==> config.mk <==
export PLATFORM = sky130hd
export DESIGN_NAME = appliance_button_menu_controller_unit
export DESIGN_NICKNAME = d
export VERILOG_FILES = /design/src/rtl/abmc_pkg.sv /design/src/rtl/appliance_button_menu_controller_unit.sv
export SDC_FILE = /design/constraint.sdc
export NUM_CORES = 1
export LEC_CHECK = 0
export BUFFER_PORTS_ARGS = -buffer_cell sky130_fd_sc_hd__buf_2
export CORE_MARGIN = 5
export CORE_UTILIZATION = 42
export DETAILED_ROUTE_END_ITERATION = 6
export GPL_TIMING_DRIVEN = 1
export PLACE_DENSITY = 0.59
export SLEW_MARGIN = 20
export SYNTH_ARGS = -nofsm -noshare
export SYNTH_HDL_FRONTEND = slang
export SYNTH_SLANG_ARGS = --single-unit
==> constraint.sdc <==
create_clock -name clk -period 20 [get_ports clk]
set_clock_uncertainty 0.05 [all_clocks]
set_input_delay 1 -clock clk [delete_from_list [all_inputs] [get_ports clk]]
set_output_delay 1 -clock clk [all_outputs]
set_load 0.02 [all_outputs]
==> src/rtl/abmc_pkg.sv <==
// Package with payload types, constants and helpers for the appliance button menu controller.
package abmc_pkg;

  localparam int unsigned MENU_ENTRIES   = 4;
  localparam int unsigned OPTION_ENTRIES = 3;
  localparam int unsigned OPTION_BITS    = 3;
  localparam int unsigned KEY_SOUND_OFF_BIT = 2;

  localparam logic [6:0] MAX_TARGET  = 7'd90;
  localparam logic [6:0] MAX_HOURS   = 7'd99;
  localparam logic [5:0] MAX_MINUTES = 6'd59;
  localparam logic [6:0] MINUTES_PER_HOUR = 7'd60;

  // Reciprocal of 60 scaled by 2^19; exact quotient for any 13-bit value.
  localparam logic [13:0] RECIP_60    = 14'd8739;
  localparam int unsigned RECIP_SHIFT = 19;

  localparam logic [1:0] MENU_DISPLAY = 2'd0;
  localparam logic [1:0] MENU_TARGET  = 2'd1;
  localparam logic [1:0] MENU_HOURS   = 2'd2;
  localparam logic [1:0] MENU_MINUTES = 2'd3;

  typedef struct packed {
    logic        power_press;
    logic        menu_release;
    logic        menu_long_press;
    logic        up_release;
    logic        up_repeat;
    logic        down_release;
    logic        down_repeat;
    logic        menu_held;
    logic [12:0] remaining_in;
  } poll_t;

  typedef struct packed {
    logic        powered;
    logic        display_on;
    logic        settings_active;
    logic        countdown_halted;
    logic [1:0]  menu_position;
    logic [6:0]  target_temperature;
    logic [12:0] timer_preset;
    logic [12:0] remaining_out;
    logic        seconds_reload;
    logic [1:0]  beep_count;
    logic        screen_clear;
    logic [2:0]  option_bits;
  } result_t;

  // Steps a menu position and wraps it into the given number of entries.
  function automatic logic [1:0] wrap_index(logic [1:0] idx, int unsigned entries);
    logic [2:0] v;
    logic [2:0] n;
    v = {1'b0, idx} + 3'd1;
    n = 3'(entries);
    for (int i = 0; i < 4; i++) begin
      if (v >= n) begin
        v = v - n;
      end
    end
    return v[1:0];
  endfunction

endpackage

==> src/rtl/appliance_button_menu_controller_unit.sv <==
// Top level of the appliance button menu controller: poll decode, state and result register.
//
//   channel  | signals                             | direction | carries
//   poll     | poll_valid, poll_ready, poll        | in        | one button poll per beat
//   result   | result_valid, result_ready, result  | out       | one result per poll
//
// A poll is decoded in the cycle it is accepted and its result is shown in the next cycle.
// One poll per cycle is sustained while result_ready stays high; the only storage is the state and one result register.
// poll_ready is high whenever the result register is empty or is being drained this cycle.
// Reset clears all flags, the menu position, the stores and result_valid; the result data register is not reset.
module appliance_button_menu_controller_unit (
  input  logic             clk,
  input  logic             rst,
  input  logic             poll_valid,
  output logic             poll_ready,
  input  abmc_pkg::poll_t  poll,
  output logic             result_valid,
  input  logic             result_ready,
  output abmc_pkg::result_t result
);

  typedef struct packed {
    logic [6:0] tgt;
    logic [6:0] hrs;
    logic [5:0] mins;
    logic       touched;
  } adjust_t;

  logic        power_flag, power_flag_next;
  logic        display_flag, display_flag_next;
  logic        settings_flag, settings_flag_next;
  logic        halted_flag, halted_flag_next;
  logic [1:0]  menu_index, menu_index_next;
  logic [6:0]  target_store, target_store_next;
  logic [12:0] preset_store, preset_store_next;
  logic [2:0]  option_store, option_store_next;

  logic [26:0] quot_prod;
  logic [7:0]  hrs_raw;
  logic [12:0] hrs_minutes;
  logic [5:0]  mins_raw;
  logic [6:0]  hrs_sat;

  logic        accept;
  logic        key_beep;
  logic        up_event;
  logic        down_event;
  adjust_t     adj;
  logic [12:0] rem;
  logic        reload;
  logic [1:0]  beeps;
  logic        clr;
  abmc_pkg::result_t result_next;

  function automatic adjust_t adjust_step(adjust_t a, logic up, logic [1:0] idx);
    adjust_t r;
    r = a;
    unique case (idx)
      abmc_pkg::MENU_TARGET: begin
        if (up) begin
          if (a.tgt < abmc_pkg::MAX_TARGET) r.tgt = a.tgt + 7'd1;
        end else begin
          if (a.tgt != 7'd0) r.tgt = a.tgt - 7'd1;
        end
      end
      abmc_pkg::MENU_HOURS: begin
        r.touched = 1'b1;
        if (up) r.hrs = (a.hrs < abmc_pkg::MAX_HOURS) ? a.hrs + 7'd1 : 7'd0;
        else    r.hrs = (a.hrs != 7'd0) ? a.hrs - 7'd1 : abmc_pkg::MAX_HOURS;
      end
      abmc_pkg::MENU_MINUTES: begin
        r.touched = 1'b1;
        if (up) r.mins = (a.mins < abmc_pkg::MAX_MINUTES) ? a.mins + 6'd1 : 6'd0;
        else    r.mins = (a.mins != 6'd0) ? a.mins - 6'd1 : abmc_pkg::MAX_MINUTES;
      end
      default: begin
      end
    endcase
    return r;
  endfunction

  assign poll_ready = !result_valid || result_ready;
  assign accept     = poll_valid && poll_ready;

  assign quot_prod   = 27'(poll.remaining_in) * 27'(abmc_pkg::RECIP_60);
  assign hrs_raw     = quot_prod[26:abmc_pkg::RECIP_SHIFT];
  assign hrs_minutes = 13'(hrs_raw) * 13'(abmc_pkg::MINUTES_PER_HOUR);
  assign mins_raw    = 6'(poll.remaining_in - hrs_minutes);
  assign hrs_sat     = (hrs_raw > 8'(abmc_pkg::MAX_HOURS)) ? abmc_pkg::MAX_HOURS : hrs_raw[6:0];

  assign key_beep   = !option_store[abmc_pkg::KEY_SOUND_OFF_BIT];
  assign up_event   = poll.up_release || poll.up_repeat;
  assign down_event = poll.down_release || poll.down_repeat;

  always_comb begin
    power_flag_next    = power_flag;
    display_flag_next  = display_flag;
    settings_flag_next = settings_flag;
    halted_flag_next   = halted_flag;
    menu_index_next    = menu_index;
    target_store_next  = target_store;
    preset_store_next  = preset_store;
    option_store_next  = option_store;
    rem     = poll.remaining_in;
    reload  = 1'b0;
    beeps   = 2'd0;
    clr     = 1'b0;
    adj.tgt     = target_store;
    adj.hrs     = hrs_sat;
    adj.mins    = mins_raw;
    adj.touched = 1'b0;

    if (settings_flag) begin
      if (poll.power_press) begin
        power_flag_next    = 1'b0;
        display_flag_next  = 1'b0;
        settings_flag_next = 1'b0;
        halted_flag_next   = 1'b1;
        clr                = 1'b1;
      end else if (poll.menu_release) begin
        menu_index_next = abmc_pkg::wrap_index(menu_index, abmc_pkg::OPTION_ENTRIES);
      end else if (poll.up_release || poll.down_release) begin
        if (menu_index < 2'(abmc_pkg::OPTION_BITS)) begin
          option_store_next = option_store ^ (3'b001 << menu_index);
        end
      end
    end else if (poll.power_press) begin
      if (power_flag) begin
        beeps              = 2'(key_beep);
        power_flag_next    = 1'b0;
        display_flag_next  = 1'b0;
        settings_flag_next = 1'b0;
        halted_flag_next   = 1'b1;
        clr                = 1'b1;
      end else if (poll.menu_held) begin
        settings_flag_next = 1'b1;
        power_flag_next    = 1'b1;
        display_flag_next  = 1'b1;
        halted_flag_next   = 1'b0;
      end else begin
        beeps             = 2'(key_beep);
        power_flag_next   = 1'b1;
        display_flag_next = 1'b1;
        halted_flag_next  = 1'b0;
        rem               = (preset_store != 13'd0) ? preset_store : 13'd1;
        reload            = 1'b1;
      end
    end else if (power_flag) begin
      if (!display_flag) begin
        if (poll.up_release || poll.down_release || poll.menu_release) begin
          beeps             = 2'(key_beep);
          display_flag_next = 1'b1;
        end
      end else if (poll.menu_long_press) begin
        beeps             = 2'(key_beep);
        display_flag_next = 1'b0;
        menu_index_next   = abmc_pkg::MENU_DISPLAY;
        clr               = 1'b1;
      end else if (poll.menu_release) begin
        beeps = 2'(key_beep);
        if (halted_flag) begin
          halted_flag_next = 1'b0;
          rem              = (preset_store != 13'd0) ? preset_store : 13'd1;
          reload           = 1'b1;
        end
        menu_index_next = abmc_pkg::wrap_index(menu_index, abmc_pkg::MENU_ENTRIES);
      end else begin
        if (up_event) begin
          beeps = beeps + 2'(key_beep);
          adj   = adjust_step(adj, 1'b1, menu_index);
        end
        if (down_event) begin
          beeps = beeps + 2'(key_beep);
          adj   = adjust_step(adj, 1'b0, menu_index);
        end
        target_store_next = adj.tgt;
        if (adj.touched) begin
          rem               = 13'(adj.hrs) * 13'(abmc_pkg::MINUTES_PER_HOUR) + 13'(adj.mins);
          reload            = 1'b1;
          preset_store_next = rem;
        end
      end
    end

    result_next.powered            = power_flag_next;
    result_next.display_on         = display_flag_next;
    result_next.settings_active    = settings_flag_next;
    result_next.countdown_halted   = halted_flag_next;
    result_next.menu_position      = menu_index_next;
    result_next.target_temperature = target_store_next;
    result_next.timer_preset       = preset_store_next;
    result_next.remaining_out      = rem;
    result_next.seconds_reload     = reload;
    result_next.beep_count         = beeps;
    result_next.screen_clear       = clr;
    result_next.option_bits        = option_store_next;
  end

  always_ff @(posedge clk) begin
    if (rst) begin
      power_flag    <= 1'b0;
      display_flag  <= 1'b0;
      settings_flag <= 1'b0;
      halted_flag   <= 1'b0;
      menu_index    <= abmc_pkg::MENU_DISPLAY;
      target_store  <= 7'd0;
      preset_store  <= 13'd0;
      option_store  <= 3'd0;
      result_valid  <= 1'b0;
    end else begin
      if (accept) begin
        power_flag    <= power_flag_next;
        display_flag  <= display_flag_next;
        settings_flag <= settings_flag_next;
        halted_flag   <= halted_flag_next;
        menu_index    <= menu_index_next;
        target_store  <= target_store_next;
        preset_store  <= preset_store_next;
        option_store  <= option_store_next;
        result_valid  <= 1'b1;
      end else if (result_ready) begin
        result_valid <= 1'b0;
      end
    end
  end

  always_ff @(posedge clk) begin
    if (accept) begin
      result <= result_next;
    end
  end

`ifndef ASSERT_OFF
  a_settings_implies_power: assert property (@(posedge clk) disable iff (rst)
    settings_flag |-> power_flag)
    else $error("Settings mode is active while the unit is off.");

  a_target_in_range: assert property (@(posedge clk) disable iff (rst)
    target_store <= abmc_pkg::MAX_TARGET)
    else $error("Target temperature left its range.");

  a_accept_fills_result: assert property (@(posedge clk) disable iff (rst)
    accept |=> result_valid)
    else $error("An accepted beat produced no result.");

  a_power_off: assert property (@(posedge clk) disable iff (rst)
    accept && poll.power_press && power_flag |=> !power_flag && result.screen_clear)
    else $error("The power key did not switch the unit off.");

  a_beep_bound: assert property (@(posedge clk) disable iff (rst)
    result_valid |-> result.beep_count != 2'd3)
    else $error("More than two beeps requested in one beat.");
`endif

endmodule

==> metrics.md, run 1 <==
| Metric | Value |
|---|---|
| Status | completed |
| Post-DR wirelength/cell | between 15 and 20 um |
| Placed cell area | between 0.008 and 0.009 mm2 |
| Worst-Margin Slew | 1.062 ns |
| Final Cell Area | about 0.0091 mm2 |
| CTS root buf | clkbuf_16 |
| Longest Clk Path Bufs | 2 |
| Reg clk slew, reported paths | 0.06 ns |
| Final setup viols | 0 |
| Tmin final | around 11 ns |
| Num CTS Buffers | 9 |
| Placed Instances | between 1000 and 1500 |
| Lkg Pwr | approximately 4.1 nW |
| Critical path's top delay family | adder cells |
| Synthesized area | approximately 0.0083 mm2 |
| Post-synth ARST share | 0% |
| Fmax | approximately 91 MHz |
| RD Place Congestion | 0.8817 |
| VDD IR max | around 0.18 mV |
| Initial DRC Count | around 550 |
| First-pass GRT wire length | between 30 and 40 mm |
| Pwr/cell area | ~160 mW/mm2 |
| Drt total wl | between 20 and 25 mm |
| Final Hold Fails | 0 |
| Max FO, Critical Path | 8 |
| Core Box Area | 0.01940 mm2 |
| Worst stage delay on the critical path | between 0.5 and 0.6 ns |
| Synthesized Nets | 1147 |
| Worst Path Required | ~20 ns |
| Clock Latency Late Sink | about 0.33 ns |
| Crit Path Category | in2reg |
| HP Class | reg2reg |
| CP endpoint kind | flip-flop |
| Post-Synth Simple-Gate Area | a little under a fifth |
| Vias | 7132 |
| Antenna-violating nets left | 0 |
| Diode count | 0 |
| Ports | 73 |
| Largest family of logic cells by synthesized area | adder cells |
| Reg area | between 0.0015 and 0.002 mm2 |
| Drc violations | 0 |
| Yosys top cell by area | ha_1 |
| Bufs and invs on worst path | 8 |
| CP startpoint kind | input port |
| Compound-Gate Fraction of Synth Area | 20.03% |
| Slew Viols, Final | 0 |
| Share of layout cells above drive strength 1 | a little under an eighth |
| Relative slew slack | roughly 29% |
| Port buffer count | 72 |
| Clk sinks | 76 |
| Number of global-route vias before repair | between 6000 and 7000 |
| Die width | between 150 and 200 um |
| Dpl ws | about 8.8 ns |
| Total die area | between 0.02 and 0.025 mm2 |
| Area occupied by multi-input gates | between 0.005 and 0.006 mm2 |
| Post-Syn Instances | 984 |
| FILL cells | between 1500 and 2000 |
| Synthesis-to-layout area growth | 9.986% |
| Post-Synth XOR/XNOR Area | 5.107% |
| Std-Cell Rows | roughly 50 |
| #FFs+latches synth | between 70 and 80 |
| Multiplexer share of the synthesized area | 1.803% |
| Commonest cells in the netlist | 135 x nand2_1, 111 x ha_1, 98 x inv_1 |
| Ys Warns | 0 |
| Largest net degree at the start of global routing | 60 |
| CTS tree | yes |
| Initial antenna violation count | 0 |
| Critical Path AT | between 10 and 15 ns |
| Yosys cell types | 86 |
| Sequential share of the synthesized area | 24.00% |
| Pre-Repair DR Iteration Count | 6 |
| Final Cycle Share | 54.96% |
| Overflow after GRT | 0 |
| Mean number of vias per cell | 5.469 |
| Synth area leaders | ha_1 17%, edfxtp_1 17%, dfxtp_1 7.3% |
| Setup TNS | 0 ns |
| Post-DP HPWL | 16.45 mm |
| Max H-tree Level | 3 |
| Hold-fix buffer count after cts | 0 |
| Die Height | approximately 150 um |
| Top-count cell post-synth | nand2_1 |
| Top cell type's share of synthesized area | around 17% |
| Crit path top cell by count | inv_1 |
| RSZ-0062 raised after global routing | no |
| GRT Total Usage | approximately a fifth |
| Maxcap violations | 0 |
| Post-Syn Area per Cell | about 8.4 um2 |
| Adder-cell share of the synthesized area | 23.49% |
| Nets | approximately 1200 |
| Setup bufs post-CTS | 0 |
| Non-Filler Instances | between 1000 and 1500 |
| Initial Util | 42.56% |
| Post-route worst setup slack | 9.008 ns |
| Main flop type after synthesis | edfxtp_1 |
| Post-CTS resize count | 0 |
| Post-synth EDFFs | 46 |
| Slowest cell on the critical path | fa_1 |
[per-layer routing]
metal / share of wire (%) / global-route usage, % / up-vias
met5: 0 / 0 / -
met4: 1.2 / 3.797 / 0
met3: 5.0 / 1.716 / 19
met2: 46 / 30.50 / 202
met1: 48 / 26.99 / 3328
li1: - / - / 3583
[logic make-up (layout without fill, tap and decap cells)]
logic type      count (synthesis)  count (layout)
compound gates                249             249
xor+xnor                       45              45
fa+ha+maj                     139             139
simple gates                  330             330
flops                          76              76
buf+inv                       132             187
mux                            13              13
[final cells by class]
type / count / share of cell area, %
clock buffer: 12 / 2.604
clock inverter: 3 / 0.4409
inverter: 98 / 4.051
multi-input combinational: 776 / 63.30
sequential: 76 / 21.82
tap: 265 / 3.651
timing repair buffer: 74 / 4.133
[worst min-delay path, delay by kind of cell, from the launching register on]
| kind | cells | cell delay, ns |
|---|---|---|
| AND/OR/NAND/NOR | 1 | 0.06 |
| AO/OA/AOI/OAI | 1 | 0.05 |
| flip-flops | 1 | 0.33 |
[stage by stage]
step	hold slack, ns	util, %	total power [mW]
floorplan	0.4058	-	1.072
global placement	0.4311	45.39	1.340
detailed placement	0.4360	45.39	1.329
CTS	0.4453	46.81	1.490
global route	0.4718	46.81	1.652
finish	0.4414	46.81	1.481
[worst paths after layout]
kind,startpoint,to,slack [ns],cells past startpoint
max,poll[11],result[19]$_DFFE_PP_,9.01,40
min,target_store[6]$_SDFFE_PP0P_,target_store[6]$_SDFFE_PP0P_,0.44,2
max reg2reg,menu_index[0]$_SDFFE_PP0P_,result[19]$_DFFE_PP_,13.04,23
min reg2reg,target_store[6]$_SDFFE_PP0P_,target_store[6]$_SDFFE_PP0P_,0.44,2
[report_power, final]
| part | switching [mW] | leakage (nW) | internal, mW |
|---|---|---|---|
| clock network | 0.0604 | 0.136 | 0.0956 |
| logic | 0.690 | 3.27 | 0.457 |
| registers | 0.00322 | 0.703 | 0.175 |
[sequential cells by signal, summed over array words and instances (netlist names)]
| name | flops |
|---|---|
| display_flag | 1 |
| halted_flag | 1 |
| menu_index | 2 |
| option_store | 3 |
| power_flag | 1 |
| preset_store | 13 |
| result | 46 |
| result_valid | 1 |
| settings_flag | 1 |
| target_store | 7 |
[placed cells by master (no fill, tap or decap), types with 8 or more instances in the layout]
cell and instances:
nand2_1 135, ha_1 111, inv_1 97, a21oi_1 75, buf_2 72, nor2_1 66, o21ai_0 46, edfxtp_1 46
dfxtp_1 30, fa_1 27, xnor2_1 25, nand3_1 23, xor2_1 18, nor3_1 17, a211oi_1 16, a31oi_1 13
nand2b_1 11, a21o_1 11, nor2b_1 10, and2_1 10, o31ai_1 9, clkbuf_16 9, o22a_1 8
No activity file was read; power rests on OpenSTA's default activity.
==> run 2: changes to the inputs <==
--- a/config.mk
+++ b/config.mk
@@ -10,7 +10,7 @@
 export CORE_UTILIZATION = 42
 export DETAILED_ROUTE_END_ITERATION = 6
 export GPL_TIMING_DRIVEN = 1
-export PLACE_DENSITY = 0.59
+export PLACE_DENSITY = 0.61
 export SLEW_MARGIN = 20
 export SYNTH_ARGS = -nofsm -noshare
 export SYNTH_HDL_FRONTEND = slang
==> constraint.sdc (replaced) <==
create_clock -name clk -period 9.1 [get_ports clk]
set_clock_uncertainty 0.05 [all_clocks]
set_input_delay 0.455 -clock clk [delete_from_list [all_inputs] [get_ports clk]]
set_output_delay 0.455 -clock clk [all_outputs]
set_load 0.02 [all_outputs]
==> metrics.md, run 2 (same netlist as run 1, synthesis figures left out) <==
| Metric | Value |
|---|---|
| Reg with most FFs | result |
| Reg clk slew, reported paths | 0.06 ns (about the same) |
| Drc violations | 0 (unchanged) |
| GRT Total Usage | 20.02% (+1.4 points) |
| Final setup viols | 0 (unchanged) |
| RSZ-0062 raised after global routing | yes |
| Final Hold Fails | 0 (unchanged) |
| Critical Path AT | 8.90 ns (-2.13 ns) |
| CP endpoint kind | flip-flop |
| Initial Util | 42.56% (unchanged) |
| Worst hold path depth | 3 (+1) |
| Max reg flops | 46 (unchanged) |
| CTS root buf | clkbuf_16 |
| Initial DRC Count | 407 (-26%) |
| Dpl ws | -0.4837 ns (-9.255 ns) |
| Diode count | 0 (unchanged) |
| Largest net degree at the start of global routing | 42 (-30%) |
| Crit path top cell by count | ha_4 |
| RD Place Congestion | 0.8639 (-2.0%) |
| Worst-Margin Slew | 1.053 ns (-0.009584 ns) |
| Critical R2R Capture | result[19]$_DFFE_PP_ |
| Core Box Area | 0.01940 mm2 (unchanged) |
| Antenna-violating nets left | 0 (unchanged) |
| Setup TNS | 0 ns (unchanged) |
| Initial antenna violation count | 0 (unchanged) |
| Die width | 150.2 um (unchanged) |
| Clock Latency Late Sink | 0.34 ns (about the same) |
| Post-DP HPWL | 17.85 mm (+8.5%) |
| Post-DR wirelength/cell | 15.79 um (-1.2%) |
| Lkg Pwr | 4.826 nW (+18%) |
| Mean number of vias per cell | 5.323 (-2.7%) |
| Number of global-route vias before repair | 7187 (+11%) |
| Final Cycle Share | between 90 and 100% |
| Overflow after GRT | 0 (unchanged) |
| Depth of the most critical reg-to-reg path | 25 (+8.7%) |
| Crit Path Category | in2reg |
| R2r setup slk | 2.79 ns (-10.25 ns) |
| Reg area | 0.001982 mm2 (unchanged) |
| Most frequent cells in the layout | 131 x nand2_1, 124 x buf_4, 96 x ha_1 |
| Max FO, Critical Path | 6 (-2) |
| Ports | 73 (unchanged) |
| Total die area | 0.02256 mm2 (unchanged) |
| Num CTS Buffers | 9 (unchanged) |
| HP Class | in2reg |
| HP Start | poll_valid |
| Area occupied by multi-input gates | 0.006227 mm2 (+8.3%) |
| Share of layout cells above drive strength 1 | 28.47% (+17 points) |
| Most common cell after layout, fill and taps aside | nand2_1 |
| VDD IR max | 0.5639 mV (+210%) |
| FILL cells | 1806 (-7.2%) |
| Die Height | 150.2 um (unchanged) |
| Synthesis-to-layout area growth | 28.50% |
| Fmax | 112.9 MHz |
| Slew Viols, Final | 0 (unchanged) |
| Fin util | 54.70% (+7.9 points) |
| First-pass GRT wire length | 36.64 mm (+7.9%) |
| Post-route worst setup slack | 0.2427 ns (-8.765 ns) |
| Final Power | 4.904 mW (+230%) |
| Worst Path Required | 9.14 ns (-10.90 ns) |
| Vias | 7617 (+6.8%) |
| Tmin final | slightly below 9 ns |
| Pwr/cell area | 462.2 mW/mm2 (+180%) |
| CTS tree | yes |
| Clk sinks | 76 (unchanged) |
| Hold Path End | result_valid$_SDFFE_PP0P_ |
| Max H-tree Level | 3 (unchanged) |
| Worst r2r src | menu_index[0]$_SDFFE_PP0P_ |
| Slowest cell on the critical path | fa_1 |
| Worst stage delay on the critical path | 0.55 ns (+0.02 ns) |
| Drt total wl | 22.60 mm (+8.4%) |
| Longest Clk Path Bufs | 2 (unchanged) |
| Pre-Repair DR Iteration Count | 6 (unchanged) |
| Port buffer count | 72 (unchanged) |
| CP startpoint kind | input port |
| Status | completed |
| Nets | 1324 (+11%) |
| Relative slew slack | 29.08% (+0.069 points) |
| Largest regs | result (46), preset_store (13), target_store (7) |
| Std-Cell Rows | 51 (unchanged) |
| Maxcap violations | 0 (unchanged) |
[run 2: changes by cell type in the layout (fill, tap and decap cells not counted), moves of 9 or more]
cell | before | now
buf_4 | 2 | 124
a21oi_1 | 75 | 57
a21oi_2 | 0 | 15
ha_1 | 111 | 96
ha_4 | 0 | 13
inv_1 | 97 | 87
inv_2 | 1 | 10
[run 2: power by group]
| part | switching (mW) | internal [mW] |
|---|---|---|
| registers | 0.00731 | 0.384 |
| logic | 1.98 | 2.14 |
| clock network | 0.146 | 0.256 |
| total | 2.13 | 2.78 |
[run 2: what timing repair did]
action                                  4_1_cts  5_1_grt
setup buffers                                 0       14
hold buffers                                  0        0
endpoints found under the setup margin       11       20
resized for setup                             4       72
pin swaps                                     1       63
[run 2: final cells by class]
class                      instances  share of cell area [%]
clock inverter                     5                  0.7901
multi-input combinational        776                   58.69
timing repair buffer             200                   12.79
inverter                          98                   3.538
clock buffer                      11                   2.382
sequential                        76                   18.68
tap                              265                   3.125
[run 2: per-stage QoR]
step / instances / hold slack [ns] / area (um2)
after global placement: 1401 / 0.4304 / 9822
after detailed placement: 1401 / 0.4337 / 9822
after floorplan: 984 / 0.4058 / 8434
after CTS: 1417 / 0.3089 / 10170
final: 1431 / 0.3136 / 10610
after global routing: 1431 / 0.3569 / 10610
[run 2: how the worst max path moves through the flow]
stage | from | to | slack [ns] | cells after the start
floorplan | poll[11] | result[18]$_DFFE_PP_ | -0.004 | 42
global placement | poll[11] | result[18]$_DFFE_PP_ | -0.37 | 43
detailed placement | poll[11] | result[19]$_DFFE_PP_ | -0.48 | 43
CTS | poll[11] | result[19]$_DFFE_PP_ | 0.01 | 43
global route | poll[11] | result[19]$_DFFE_PP_ | -0.19 | 43
finish | poll[11] | result[19]$_DFFE_PP_ | 0.24 | 39
[run 2: layer usage]
metal / vias to the layer above / track usage [%] / routed length, um
met4: 0 / 5.215 / 462
li1: 3838 / - / -
met5: - / 0 / 0
met2: 178 / 32.44 / 10520
met3: 28 / 2.077 / 942
met1: 3573 / 28.62 / 10680
[run 2: worst max-delay path: cells and delay by family]
family / cells / cell delay (ns)
AOI/OAI and AO/OA: 13 / 2.01
xor gates and xnor gates: 1 / 0.17
adders and majority gates: 11 / 3.99
buffers and inverters: 6 / 0.57
and+or+nand+nor: 8 / 1.69
